--- src/rtl/kepler_pkg.sv ---
// ----------------------------------------------------------------------------
// Kepler solver package
// Shared types and constants for the Newton-Raphson eccentric anomaly solver.
// ----------------------------------------------------------------------------
package kepler_pkg;

  localparam int CordicSteps = 30;
  localparam int TrigFrac = 30;

  localparam logic signed [35:0] PiQ30 = 36'sh0C90FDAA2;
  localparam logic signed [35:0] HalfPiQ30 = 36'sh06487ED51;
  localparam logic signed [35:0] TwoPiQ30 = 36'sh1921FB544;
  localparam logic signed [35:0] CordicGain = 36'sh026DD3B6A;
  localparam logic [63:0] PiQ60 = 64'h3243F6A8885A308D;

  localparam logic [0:0] REG_TOLERANCE = 1'b0;
  localparam logic [0:0] REG_ITER_LIMIT = 1'b1;

  typedef struct packed {
    logic load;
    logic trig_start;
    logic step_start;
    logic apply_update;
    logic apply_restart;
  } kes_cmd_t;

  typedef struct packed {
    logic trig_done;
    logic step_done;
    logic diff_small;
  } kes_status_t;

  function automatic logic signed [35:0] atan_q30(input logic [4:0] i);
    logic signed [35:0] r;
    begin
      unique case (i)
        5'd0: r = 36'sh3243F6A8;   5'd1: r = 36'sh1DAC6705;
        5'd2: r = 36'sh0FADBAFC;   5'd3: r = 36'sh07F56EA6;
        5'd4: r = 36'sh03FEAB76;   5'd5: r = 36'sh01FFD55B;
        5'd6: r = 36'sh00FFFAAA;   5'd7: r = 36'sh007FFF55;
        5'd8: r = 36'sh003FFFEA;   5'd9: r = 36'sh001FFFFD;
        5'd10: r = 36'sh000FFFFF;  5'd11: r = 36'sh0007FFFF;
        5'd12: r = 36'sh0003FFFF;  5'd13: r = 36'sh0001FFFF;
        5'd14: r = 36'sh0000FFFF;  5'd15: r = 36'sh00007FFF;
        5'd16: r = 36'sh00003FFF;  5'd17: r = 36'sh00001FFF;
        5'd18: r = 36'sh00000FFF;  5'd19: r = 36'sh000007FF;
        5'd20: r = 36'sh000003FF;  5'd21: r = 36'sh000001FF;
        5'd22: r = 36'sh000000FF;  5'd23: r = 36'sh0000007F;
        5'd24: r = 36'sh0000003F;  5'd25: r = 36'sh0000001F;
        5'd26: r = 36'sh0000000F;  5'd27: r = 36'sh00000008;
        5'd28: r = 36'sh00000004;  5'd29: r = 36'sh00000002;
        default: r = '0;
      endcase
      return r;
    end
  endfunction

endpackage

--- src/rtl/kepler_ctrl.sv ---
// ----------------------------------------------------------------------------
// Kepler controller
// Sequences Newton steps, counts iterations and handles restart and failure.
// ----------------------------------------------------------------------------
module kepler_ctrl (
  input  logic                    clk,
  input  logic                    rst,
  input  logic                    in_valid,
  output logic                    in_ready,
  output logic                    out_valid,
  input  logic                    out_ready,
  input  logic [7:0]              iteration_limit,
  input  kepler_pkg::kes_status_t status,
  output kepler_pkg::kes_cmd_t    cmd,
  output logic                    converged
);

  localparam logic [2:0] S_IDLE  = 3'd0;
  localparam logic [2:0] S_TRIG  = 3'd1;
  localparam logic [2:0] S_STEP  = 3'd2;
  localparam logic [2:0] S_CHECK = 3'd3;
  localparam logic [2:0] S_OUT   = 3'd4;

  logic [2:0] state;
  logic [8:0] count;
  logic       first_done;
  logic       go_on;

  assign in_ready = (state == S_IDLE);
  assign out_valid = (state == S_OUT);
  assign go_on = !status.diff_small && count <= {1'b0, iteration_limit};

  always_comb begin
    cmd = '0;
    cmd.load = in_valid && in_ready;
    cmd.trig_start = (state == S_TRIG);
    cmd.apply_update = (state == S_STEP && status.step_done && !first_done) ||
      (state == S_CHECK && go_on);
    cmd.apply_restart = (state == S_CHECK) && go_on &&
      count == {2'b0, iteration_limit[7:1]};
  end

  always_ff @(posedge clk) begin
    if (rst) begin
      state <= S_IDLE;
      count <= '0;
      first_done <= 1'b0;
      converged <= 1'b0;
    end else begin
      unique case (state)
        S_IDLE: begin
          if (in_valid) begin
            state <= S_TRIG;
            count <= '0;
            first_done <= 1'b0;
          end
        end
        S_TRIG: begin
          state <= S_STEP;
        end
        S_STEP: begin
          if (status.step_done) begin
            if (!first_done) begin
              first_done <= 1'b1;
              state <= S_TRIG;
            end else begin
              state <= S_CHECK;
            end
          end
        end
        S_CHECK: begin
          if (go_on) begin
            count <= count + 9'd1;
            state <= S_TRIG;
          end else begin
            converged <= count < {1'b0, iteration_limit};
            state <= S_OUT;
          end
        end
        S_OUT: begin
          if (out_ready) begin
            state <= S_IDLE;
          end
        end
        default: state <= S_IDLE;
      endcase
    end
  end

  assert property (@(posedge clk) disable iff (rst) out_valid |-> !in_ready)
    else $error("busy with result pending");
  assert property (@(posedge clk) disable iff (rst)
    cmd.apply_restart |-> cmd.apply_update)
    else $error("restart without update");
  assert property (@(posedge clk) disable iff (rst)
    (state == S_OUT && !out_ready) |=> state == S_OUT)
    else $error("result dropped");

endmodule
--- config.mk ---
export PLATFORM = sky130hd
export DESIGN_NAME = kepler_ctrl
export DESIGN_NICKNAME = d
export VERILOG_FILES = /design/src/rtl/kepler_pkg.sv /design/src/rtl/kepler_ctrl.sv
export SDC_FILE = /design/constraint.sdc
export NUM_CORES = 1
export LEC_CHECK = 0
export ABC_CLOCK_PERIOD_IN_PS = 2000
export BUFFER_PORTS_ARGS = -buffer_cell sky130_fd_sc_hd__buf_2
export CAP_MARGIN = 5
export CORE_MARGIN = 2
export CORE_UTILIZATION = 35
export DETAILED_ROUTE_END_ITERATION = 16
export PLACE_DENSITY_LB_ADDON = 0.3
export SLEW_MARGIN = 20
export SYNTH_ARGS = -nofsm -noshare
export SYNTH_HDL_FRONTEND = slang
export SYNTH_SLANG_ARGS = --single-unit
--- constraint.sdc ---
create_clock -name clk -period 2 [get_ports clk]
set_input_delay 0.2 -clock clk [delete_from_list [all_inputs] [get_ports clk]]
set_output_delay 0.2 -clock clk [all_outputs]
set_load 0.05 [all_outputs]
=== Word level (Yosys, flattened, before mapping) ===
Index checks and enable logic that the tools add are counted.

* Memories kept: 0
* Input port bits: 15
* Register bits: 14
* Bits in writable memories: 0
* ROM bits: 0
* Bits in latches: 0

* Multipliers: 0
* Multiplexer cells: 12
* Reductions and logical operators: 16
* Shift-type cells: 0
* Div/mod/pow operators: 0
* Bitwise operators: 1
* Eq/ne operators: 9
* Add/sub/neg operators: 1
* Magnitude comparators: 2

{| class="wikitable"
|+ Operators with widths
! cell !! count
|-
| 9-bit two-way mux || 2
|-
| 9-bit one-hot mux with 2 select lines || 1
|-
| 3-bit one-hot mux with 5 select lines || 1
|-
| 3-bit two-way mux || 4
|-
| 9-bit by 1-bit adder with 9-bit output (second input constant) || 1
|-
| 9-bit by 7-bit equality test with 1-bit output || 1
|-
| 9-bit by 8-bit <= comparator with 1-bit output || 1
|-
| 9-bit by 8-bit < comparator with 1-bit output || 1
|-
| 3-bit AND reduction || 3
|-
| 3-bit by 2-bit equality test with 1-bit output (second input constant) || 2
|-
| 1-bit logical AND || 6
|-
| 2-bit inequality test (second input constant) || 3
|-
| 2-bit nonzero test || 2
|-
| 3-bit by 1-bit equality test with 1-bit output (second input constant) || 1
|-
| 3-bit equality test (second input constant) || 1
|-
| 3-bit zero test || 1
|-
| 1-bit zero test || 2
|-
| 1-bit two-way mux || 2
|-
| 2-bit two-way mux || 1
|-
| 2-bit by 1-bit inequality test with 1-bit output (second input constant) || 1
|-
| 1-bit one-hot mux with 2 select lines || 1
|-
| 2-bit AND reduction || 1
|-
| 1-bit logical OR || 1
|-
| 1-bit inverter || 1
|}

=== Longest topological paths before layout ===
Gate-level depths: netlist (run 1).

* Depth in word-level cells: 4
* Depth in mapped cells: 8
* Gate-level depth less buffers: 8

=== Least setup slack after synthesis (run 1) ===
OpenSTA, ideal clock, no wires.

* Path kind: register -> output
* Start point: register count[2]
* End point: output cmd[0] in the netlist's numbering
* Arrival: 1.923 ns
* Setup slack: -0.123 ns
* Buffers on the path: 0
* Cell stages (with the launch flop): 7
* Cell sequence: dfxtp_1 -> ha_1 -> nand4_1 -> o221ai_1 -> a21oi_2 -> o21ai_2 -> nor2_1

{| class="wikitable"
|+ RTL lines
! element !! line !! text
|-
| start, declared || kepler_ctrl.sv:25 || <nowiki>logic [8:0] count;</nowiki>
|-
| start signal, assigned || kepler_ctrl.sv:73 || <nowiki>count <= count + 9'd1;</nowiki>
|-
| end, declared || kepler_ctrl.sv:14 || <nowiki>output kepler_pkg::kes_cmd_t cmd,</nowiki>
|}

==> results of run 1 <==
==> critical path: cells and delay by family, from the launching register on <==
family | cells | cell delay, ns
AND/OR/NAND/NOR | 3 | 0.51
flip-flops | 1 | 0.34
buffers and inverters | 2 | 0.34
adder cells (fa/ha/maj) | 1 | 0.27
AO/OA/AOI/OAI | 1 | 0.11
==> state kept, by name, indices dropped and copies added (netlist names) <==
register	count
converged	1
state	3
first_done	1
count	9
==> metrics by stage <==
stage                     utilization [%]  cells  instance area [sq um]  TNS (ns)  hold WS [ns]
after floorplan                         -    140                   1110         0         0.302
after global placement               44.8    215                   1360         0         0.474
after detailed placement             44.8    215                   1360   -0.0612         0.468
after CTS                            49.1    219                   1490   -0.0567         0.255
after global routing                 50.0    220                   1510    -0.693         0.280
final                                50.0    220                   1510   -0.0981         0.247
==> how the worst max path moves through the flow <==
| stage | from | end | depth (start not counted) |
|---|---|---|---|
| floorplan | state[2]$_SDFFE_PP0P_ | out_valid | 2 |
| global placement | iteration_limit[7] | state[0]$_SDFFE_PP0P_ | 8 |
| detailed placement | iteration_limit[4] | count[2]$_SDFFE_PP0P_ | 9 |
| CTS | count[4]$_SDFFE_PP0P_ | cmd[0] | 7 |
| global route | count[2]$_SDFFE_PP0P_ | cmd[1] | 7 |
| finish | count[4]$_SDFFE_PP0P_ | cmd[0] | 7 |
==> logic make-up (layout without fill, tap and decap cells) <==
logic type / after synthesis / in the layout / share of synthesized area (%)
and+or+nand+nor: 53 / 53 / 25.9
AOI/OAI and AO/OA: 36 / 36 / 23.9
buffers and inverters: 18 / 54 / 7.21
DFF: 14 / 14 / 25.2
adders and majority gates: 9 / 9 / 10.1
xor gates and xnor gates: 7 / 7 / 5.52
muxes: 2 / 2 / 1.80
other: 1 / 1 / 0.338
==> placed cells by master, fill, tap and decap left out, types with 3 or more instances in the layout <==
| cell | Yosys | layout |
|---|---|---|
| nor2_1 | 10 | 9 |
| inv_1 | 13 | 13 |
| dfxtp_2 | 0 | 3 |
| or2_2 | 3 | 3 |
| dfxtp_1 | 14 | 11 |
| a21oi_1 | 8 | 6 |
| nand2_1 | 10 | 10 |
| or3_1 | 6 | 6 |
| buf_4 | 1 | 18 |
| ha_1 | 9 | 5 |
| ha_4 | 0 | 4 |
| clkbuf_4 | 0 | 4 |
| nor3_1 | 4 | 4 |
| xor2_1 | 5 | 5 |
| buf_2 | 0 | 17 |
| o211ai_1 | 3 | 3 |
| nand3_1 | 6 | 6 |
==> synth_stat cells (all sizes together), types with 3 or more instances <==
master / instances
or3: 6
nand3: 6
o211ai: 3
clkbuf: 3
a211oi: 3
nor3: 4
nand2: 11
or2: 4
o21ai: 3
inv: 13
nor2: 10
ha: 9
xor2: 5
dfxtp: 14
a21oi: 9
==> cell type report <==
class	count	share of cell area (%)
Multi-Input combinational cell	108	56.4
Sequential cell	14	18.8
Timing Repair Buffer	38	16.5
Tap cell	44	3.64
Inverter	13	3.22
Clock buffer	3	1.49
==> power groups by stage <==
stage | registers (uW) | logic, uW | clock network (uW)
floorplan | 309 | 192 | 0
global placement | 318 | 256 | 0
detailed placement | 320 | 262 | 0
CTS | 313 | 275 | 160
global route | 318 | 304 | 174
finish | 314 | 281 | 164
==> layer usage <==
layer / vias to the layer above / part of all wire, % / track usage [%] / wire length (um)
met4: 0 / 1.3 / 4.76 / 37
met1: 557 / 44 / 21.5 / 1290
met5: - / 0 / 0 / 0
li1: 592 / - / - / -
met3: 4 / 4.4 / 1.28 / 128
met2: 28 / 50 / 32.1 / 1450
==> what timing repair did <==
item                                    in CTS  in global routing
buffers inserted                             1                  1
pin swaps                                    8                  2
endpoints found under the setup margin       4                 12
resized for setup                           17                  8
==> run metrics, run 1 <==
Post-Place Setup Slack=-0.0381 ns; Mapped Nets=164; WP data arrival=1.85 ns; Sw Ratio=39.1%; # fillers=299; Synth async-reset ratio=0%; share of the synthesized area in the top cell type=25.2%; CP cell instances=ha_4 -> nand4_1 -> buf_4 -> nor3b_4 -> o21ai_4 -> nor2_2 -> buf_6; global route total overflow=0; register cell area after layout=284 sq um; max incr delay on CP=0.34 ns; RSZ-0062 raised after global routing=yes; Clock Latency Late Sink=0.28 ns; PD cells=501 nW/um^2; routed via count=1,181; Area Overhead vs Synth=36.3%; Hold Crit Class=in -> reg; CP Max Fanout=3; Internal Pwr Total=462 uW; PnR worst setup slack=-0.0489 ns; GP Congestion=0.833; reg2reg end=count[6]$_SDFFE_PP0P_; Post-Syn Instances=140; clock sink total=14; row count=20; post-layout minimum cycle time=2.05 ns; CTS root buf=clkbuf_4; Cell Area, Synth=1110 sq um; drt drc=0; cell taking the most area after synthesis=dfxtp_1; required time worst endpoint=1.80 ns; clk_skew=0.00283 ns; FF-to-FF path depth=8; max-cap viol count=0; post-route antenna net violation count=0; register bit total from synthesis=14; Distinct cells, synth=48; Worst Setup Start Kind=flop; Final setup viols=4; Die Span X=60.3 um; Synth Area per Inst=7.94 sq um; r2r setup slk=-0.02 ns; clock power share=21.6%; Post-synth EDFFs=0; clk slew on worst S/H paths=0.09 ns; Synth Warn #=0; Initial Util=36.7%; Num CTS Buffers=3; status=finished with violations; Pre-antenna DRT Iters=4; RR Startpoint=count[4]$_SDFFE_PP0P_; die area=3640 sq um; CTS tree=yes; Hold Violations, Final=0; Pwr Total=759 uW; WS Path Type=reg -> out; IO buf count=20; CP Capture Type=output pin; DRT iter0 DRCs=38; largest net degree at the start of global routing=17; Via-to-Cell Ratio=5.37; Most used DFF post-synth=dfxtp_1; Cells on Worst Hold Path=3; DR WL/cell=13.2 um; antenna violations before repair=0; Final nets=202; layout cells sized above 1=35.8%; die height=60.3 um; CTS Hold Buffers Added=0; sequential-to-total area share from yosys stat=25.2%; switching pwr=297 uW; area of the multi-input gates=853 sq um; ANT cells=0; VDD IR max=0.408 mV; Hold Crit Endpoint=converged$_SDFFE_PP0P_; CTS HTree Levels=1; Max Root-Sink Buffers=2; fin crit share=102%; total global-route track usage=17.3%; startpoint of the worst hold path=status[0]; first-pass GRT wire length=4860 um; drt total wl=2910 um; Seq pwr share=41.4%; highest clock rate=488 MHz; vias in the first global route=1,121; failing checks=negative setup slack; Pleak=0.000627 uW; core area=3030 sq um; dpl hpwl=2260 um; Slew Limit Fails=0; Slowest cell on crit path=dfxtp_2; logic gate share of total power=37.1%; Synth area leaders=dfxtp_1, ha_1, inv_1; I/O pin count=23
Note: power is estimated with default switching activity, not from simulation.
==> run 2: changes to the inputs <==
Settings changed: CELL_PAD_IN_SITES_DETAIL_PLACEMENT set to 0, CELL_PAD_IN_SITES_GLOBAL_PLACEMENT set to 1.
==> run 2 against run 1 <==
Net effect: the flow still finishes with violations (negative setup slack); worst setup slack got worse by 0.0045 ns; first-iteration DRC count unchanged; maximum frequency is 0.22% lower; sequential power down 2%; clock power about the same; design area rose by 7.9%; core utilization grew 4.0 points; critical endpoint unchanged; largest power group is now combinational logic.
==> run metrics, run 2 (synthesized netlist as in run 1, its figures left out) <==
Largest regs=count (9), state (3); Slowest cell on crit path=dfxtp_2; DR top layer=met4; Buf/Inv on CP=2 (unchanged); max incr delay on CP=0.35 ns (about the same); Final nets=207 (+2.5%); I/O pin count=23 (unchanged); total global-route track usage=19.0% (+1.7 points); Die Span X=60.3 um (unchanged); drt total wl=3240 um (+11%); Slew Limit Fails=0 (unchanged); fin crit share=103% (+0.23 points); delay-heaviest family, CP=simple AND/OR/NAND/NOR gates; required time worst endpoint=1.80 ns (about the same); Area Overhead vs Synth=47.1%; failing checks=negative setup slack; max-cap viol count=0 (unchanged); Via-to-Cell Ratio=5.38 (+0.26%); CTS tree=yes; CTS Hold Buffers Added=0 (unchanged); highest clock rate=487 MHz (-0.22%); dpl hpwl=2310 um (+2.0%); ANT cells=0 (unchanged); # fillers=279 (-6.7%); CP cell instances=ha_4 -> nand4_1 -> buf_4 -> nor3b_4 -> o21ai_4 -> nor2_2 -> buf_6; layout cells sized above 1=42.0% (+6.2 points); IO buf count=20 (unchanged); final core utilization=54.0% (+4.0 points); global route total overflow=0 (unchanged); first-pass GRT wire length=5200 um (+6.8%); post-route antenna net violation count=0 (unchanged); vias in the first global route=1,149 (+2.5%); antenna violations before repair=0 (unchanged); clk slew on worst S/H paths=0.09 ns (about the same); Pleak=0.000669 uW (+6.7%); r2r setup slk=0 ns (+0.02 ns); number of flip-flops in the largest register=9 (unchanged); routed via count=1,211 (+2.5%); Max Root-Sink Buffers=2 (unchanged); Initial Util=36.7% (unchanged); Clock Latency Late Sink=0.28 ns (about the same); clock sink total=14 (unchanged); hold_ws=0.251 ns (+0.00418 ns); row count=20 (unchanged); most common cell after layout, fill and taps aside=buf_4; post-layout minimum cycle time=2.05 ns (+0.00453 ns); largest register by flop count=count; Hold Crit Class=in -> reg; PD cells=480 nW/um^2 (-4.4%); DR WL/cell=14.4 um (+8.8%); drt drc=0 (unchanged); design area=1630 sq um (+7.9%); Met1 Wirelength=1410 um (+9.2%); Worst Setup Start Kind=flop; Final setup viols=3 (-1); die area=3640 sq um (unchanged); WS Path Type=reg -> out; die height=60.3 um (unchanged); CTS HTree Levels=1 (unchanged); most frequent cells in the layout=buf_4, buf_2, inv_1, dfxtp_1; VDD IR max=0.313 mV (-23%); Hold Violations, Final=0 (unchanged); CTS root buf=clkbuf_4; Num CTS Buffers=3 (unchanged); WL met3=89 um (-30%); RSZ-0062 raised after global routing=yes; setup TNS=-0.0998 ns (-0.00169 ns); Cells on Worst Hold Path=4 (+1); WP data arrival=1.85 ns (about the same); Post-Place Setup Slack=-0.0589 ns (-0.0208 ns); largest net degree at the start of global routing=17 (unchanged); CP Max Fanout=4 (+1); Cell Area, Placed=1380 sq um (+1.7%); Pre-antenna DRT Iters=4 (unchanged); CP Capture Type=output pin; core area=3030 sq um (unchanged); WP depth=7 (unchanged); GP Congestion=0.849 (+1.9%); status=finished with violations; DRT iter0 DRCs=38 (unchanged); clk_skew=0.00852 ns (+0.00569 ns); FF-to-FF path depth=8 (unchanged); total length of routed met2 wires=1690 um (+17%); PnR worst setup slack=-0.0534 ns (-0.00453 ns)
==> run 2: final cells by class <==
type | count | area (sq um) | share of cell area, %
Clock buffer | 3 | 22.5 | 1.38
Inverter | 13 | 48.8 | 2.99
Timing Repair Buffer | 43 | 292 | 17.8
Tap cell | 44 | 55.1 | 3.37
Sequential cell | 14 | 284 | 17.4
Multi-Input combinational cell | 108 | 932 | 57.0
==> run 2: worst paths after layout <==
path,endpoint,start
worst max register to register,count[6]$_SDFFE_PP0P_,count[4]$_SDFFE_PP0P_
worst min register to register,converged$_SDFFE_PP0P_,converged$_SDFFE_PP0P_
worst min-delay path,first_done$_SDFFE_PP0P_,in_valid
worst max-delay path,cmd[0],count[4]$_SDFFE_PP0P_
==> run 2: metal layers <==
layer | track usage, % | up-vias
met2 | 35.1 | 25
met5 | 0 | -
met1 | 23.1 | 577
li1 | - | 605
met3 | 1.92 | 4
met4 | 5.71 | 0
==> run 2: where the power goes <==
part	leakage [uW]	internal, uW	switching (uW)	total [uW]
logic	0.000540	113	200	313
clock network	0.0000138	69.7	92.4	162
registers	0.000115	291	18.1	309
total	0.000669	474	310	784
==> run 2: metrics by stage <==
stage / instances / power [uW]
floorplan: 140 / 501
global placement: 218 / 584
detailed placement: 218 / 589
CTS: 224 / 767
global route: 225 / 827
finish: 225 / 784
==> run 2: timing repair <==
| action | 4_1_cts | 5_1_grt |
|---|---|---|
| pin swaps | 8 | 11 |
| setup endpoints to repair | 4 | 14 |
| endpoints found under the hold margin | 0 | 0 |
| resized for setup | 18 | 23 |
| setup buffers | 3 | 2 |
==> run 2: worst min-delay path, stage by stage <==
cell and delay (ns):
buf_2 0.11, nand2_1 0.06, a22oi_1 0.06, nor2_1 0.07
==> run 3: changes to the inputs <==
Settings changed: CELL_PAD_IN_SITES_DETAIL_PLACEMENT 0 to not set, CELL_PAD_IN_SITES_GLOBAL_PLACEMENT 1 to not set, TNS_END_PERCENT set to 50.
==> run 3 against run 2 <==
Net effect: the flow still finishes with violations (negative setup slack); design area fell by 7.4%; sequential cell count stayed put; sequential power rose by 2%; register-to-register slack worse by 0.02 ns; sequential share of layout area increased by 1.4 points; non-clock buffer count decreased by 5; first-iteration DRC count fell by 5.3%; global-route usage shrank 1.7 points; total power shrank 3.1%; routed wire length is 10% lower; highest routed layer unchanged.
==> run metrics, run 3 (synthesized netlist as in run 1, its figures left out) <==
# fillers=299 (+7.2%); CTS Hold Buffers Added=0 (unchanged); layout cells sized above 1=35.8% (-6.2 points); Cells on Worst Hold Path=3 (-1); die area=3640 sq um (unchanged); Final nets=202 (-2.4%); Initial Util=36.7% (unchanged); Final setup viols=4 (+1); routed via count=1,181 (-2.5%); WL met3=128 um (+44%); max-cap viol count=0 (unchanged); RSZ-0062 raised after global routing=yes; Largest regs=count (9), state (3); clk slew on worst S/H paths=0.09 ns (about the same); FF-to-FF path depth=8 (unchanged); first-pass GRT wire length=4860 um (-6.4%); final core utilization=50.0% (-4.0 points); PD cells=501 nW/um^2 (+4.6%); row count=20 (unchanged); failing checks=negative setup slack; Via-to-Cell Ratio=5.37 (-0.26%); Worst Setup Start Kind=flop; required time worst endpoint=1.80 ns (about the same); ANT cells=0 (unchanged); status=finished with violations; die height=60.3 um (unchanged); Slew Limit Fails=0 (unchanged); WP data arrival=1.85 ns (about the same); core area=3030 sq um (unchanged); Num CTS Buffers=3 (unchanged); CTS root buf=clkbuf_4; total length of routed met2 wires=1450 um (-14%); global route total overflow=0 (unchanged); post-layout minimum cycle time=2.05 ns (-0.00453 ns); post-route antenna net violation count=0 (unchanged); DR WL/cell=13.2 um (-8.1%); antenna violations before repair=0 (unchanged); fin crit share=102% (-0.23 points); Die Span X=60.3 um (unchanged); clock sink total=14 (unchanged); Clock Latency Late Sink=0.28 ns (about the same); CP Max Fanout=3 (-1); Met1 Wirelength=1290 um (-8.4%); CTS tree=yes; drt total wl=2910 um (-10%); vias in the first global route=1,121 (-2.4%); clk_skew=0.00283 ns (-0.00569 ns); Max Root-Sink Buffers=2 (unchanged); dpl hpwl=2260 um (-1.9%); drt drc=0 (unchanged); Hold Violations, Final=0 (unchanged); hold_ws=0.247 ns (-0.00418 ns); GP Congestion=0.833 (-1.8%); Pleak=0.000627 uW (-6.3%); total global-route track usage=17.3% (-1.7 points); VDD IR max=0.408 mV (+30%); Hold Crit Class=in -> reg; WS Path Type=reg -> out; most frequent cells in the layout=buf_4, buf_2, inv_1, dfxtp_1, nand2_1; largest register by flop count=count; I/O pin count=23 (unchanged); CP Capture Type=output pin; IO buf count=20 (unchanged); PnR worst setup slack=-0.0489 ns (+0.00453 ns); number of flip-flops in the largest register=9 (unchanged); DR top layer=met4; most common cell after layout, fill and taps aside=buf_4; highest clock rate=488 MHz (+0.22%); largest net degree at the start of global routing=17 (unchanged); DRT iter0 DRCs=36 (-5.3%); CTS HTree Levels=1 (unchanged); Pre-antenna DRT Iters=4 (unchanged); Area Overhead vs Synth=36.3%
## run 3: path summary, 6_finish.rpt
check / start / to / slack (ns)
max: count[4]$_SDFFE_PP0P_ / cmd[0] / -0.05
min reg2reg: converged$_SDFFE_PP0P_ / converged$_SDFFE_PP0P_ / 0.49
min: status[0] / converged$_SDFFE_PP0P_ / 0.25
max reg2reg: count[4]$_SDFFE_PP0P_ / count[6]$_SDFFE_PP0P_ / -0.02
## run 3: routing by layer
metal	vias to the layer above	GRT usage [%]
met5	-	0
met4	0	4.76
met3	4	1.28
met2	28	32.1
met1	557	21.5
li1	592	-
## run 3: cell type report
type                       count  area (sq um)  area share [%]
clock buffer                   3          22.5            1.49
inverter                      13          48.8            3.22
multi-input combinational    108           853            56.4
sequential                    14           284            18.8
tap                           44          55.1            3.64
timing repair buffer          38           250            16.5
## run 3: timing repair
action / 4_1_cts / 5_1_grt
hold endpoints to repair: 0 / 0
gates resized for setup: 17 / 8
buffers inserted: 1 / 1
setup endpoints to repair: 4 / 12
pin swaps: 8 / 2
## run 3: stage by stage
| stage | setup WS (ns) | TNS (ns) | area, sq um | power (uW) | std cells |
|---|---|---|---|---|---|
| global route | -0.109 | -0.693 | 1510 | 796 | 220 |
| finish | -0.0489 | -0.0981 | 1510 | 759 | 220 |
| global placement | 0.0220 | 0 | 1360 | 573 | 215 |
| CTS | -0.0383 | -0.0567 | 1490 | 749 | 219 |
| floorplan | 0.0274 | 0 | 1110 | 501 | 140 |
| detailed placement | -0.0381 | -0.0612 | 1360 | 582 | 215 |
## run 3: report_power, final
group	internal [uW]	switching (uW)
clock	69.7	94.0
sequential	290	24.0
combinational	102	179
## run 3: critical path, cell delays in order, from the launching register on
cell     delay, ns
dfxtp_2       0.34
ha_4          0.27
nand4_1       0.15
buf_4         0.18
nor3b_4       0.26
o21ai_4       0.11
nor2_2        0.10
buf_6         0.16
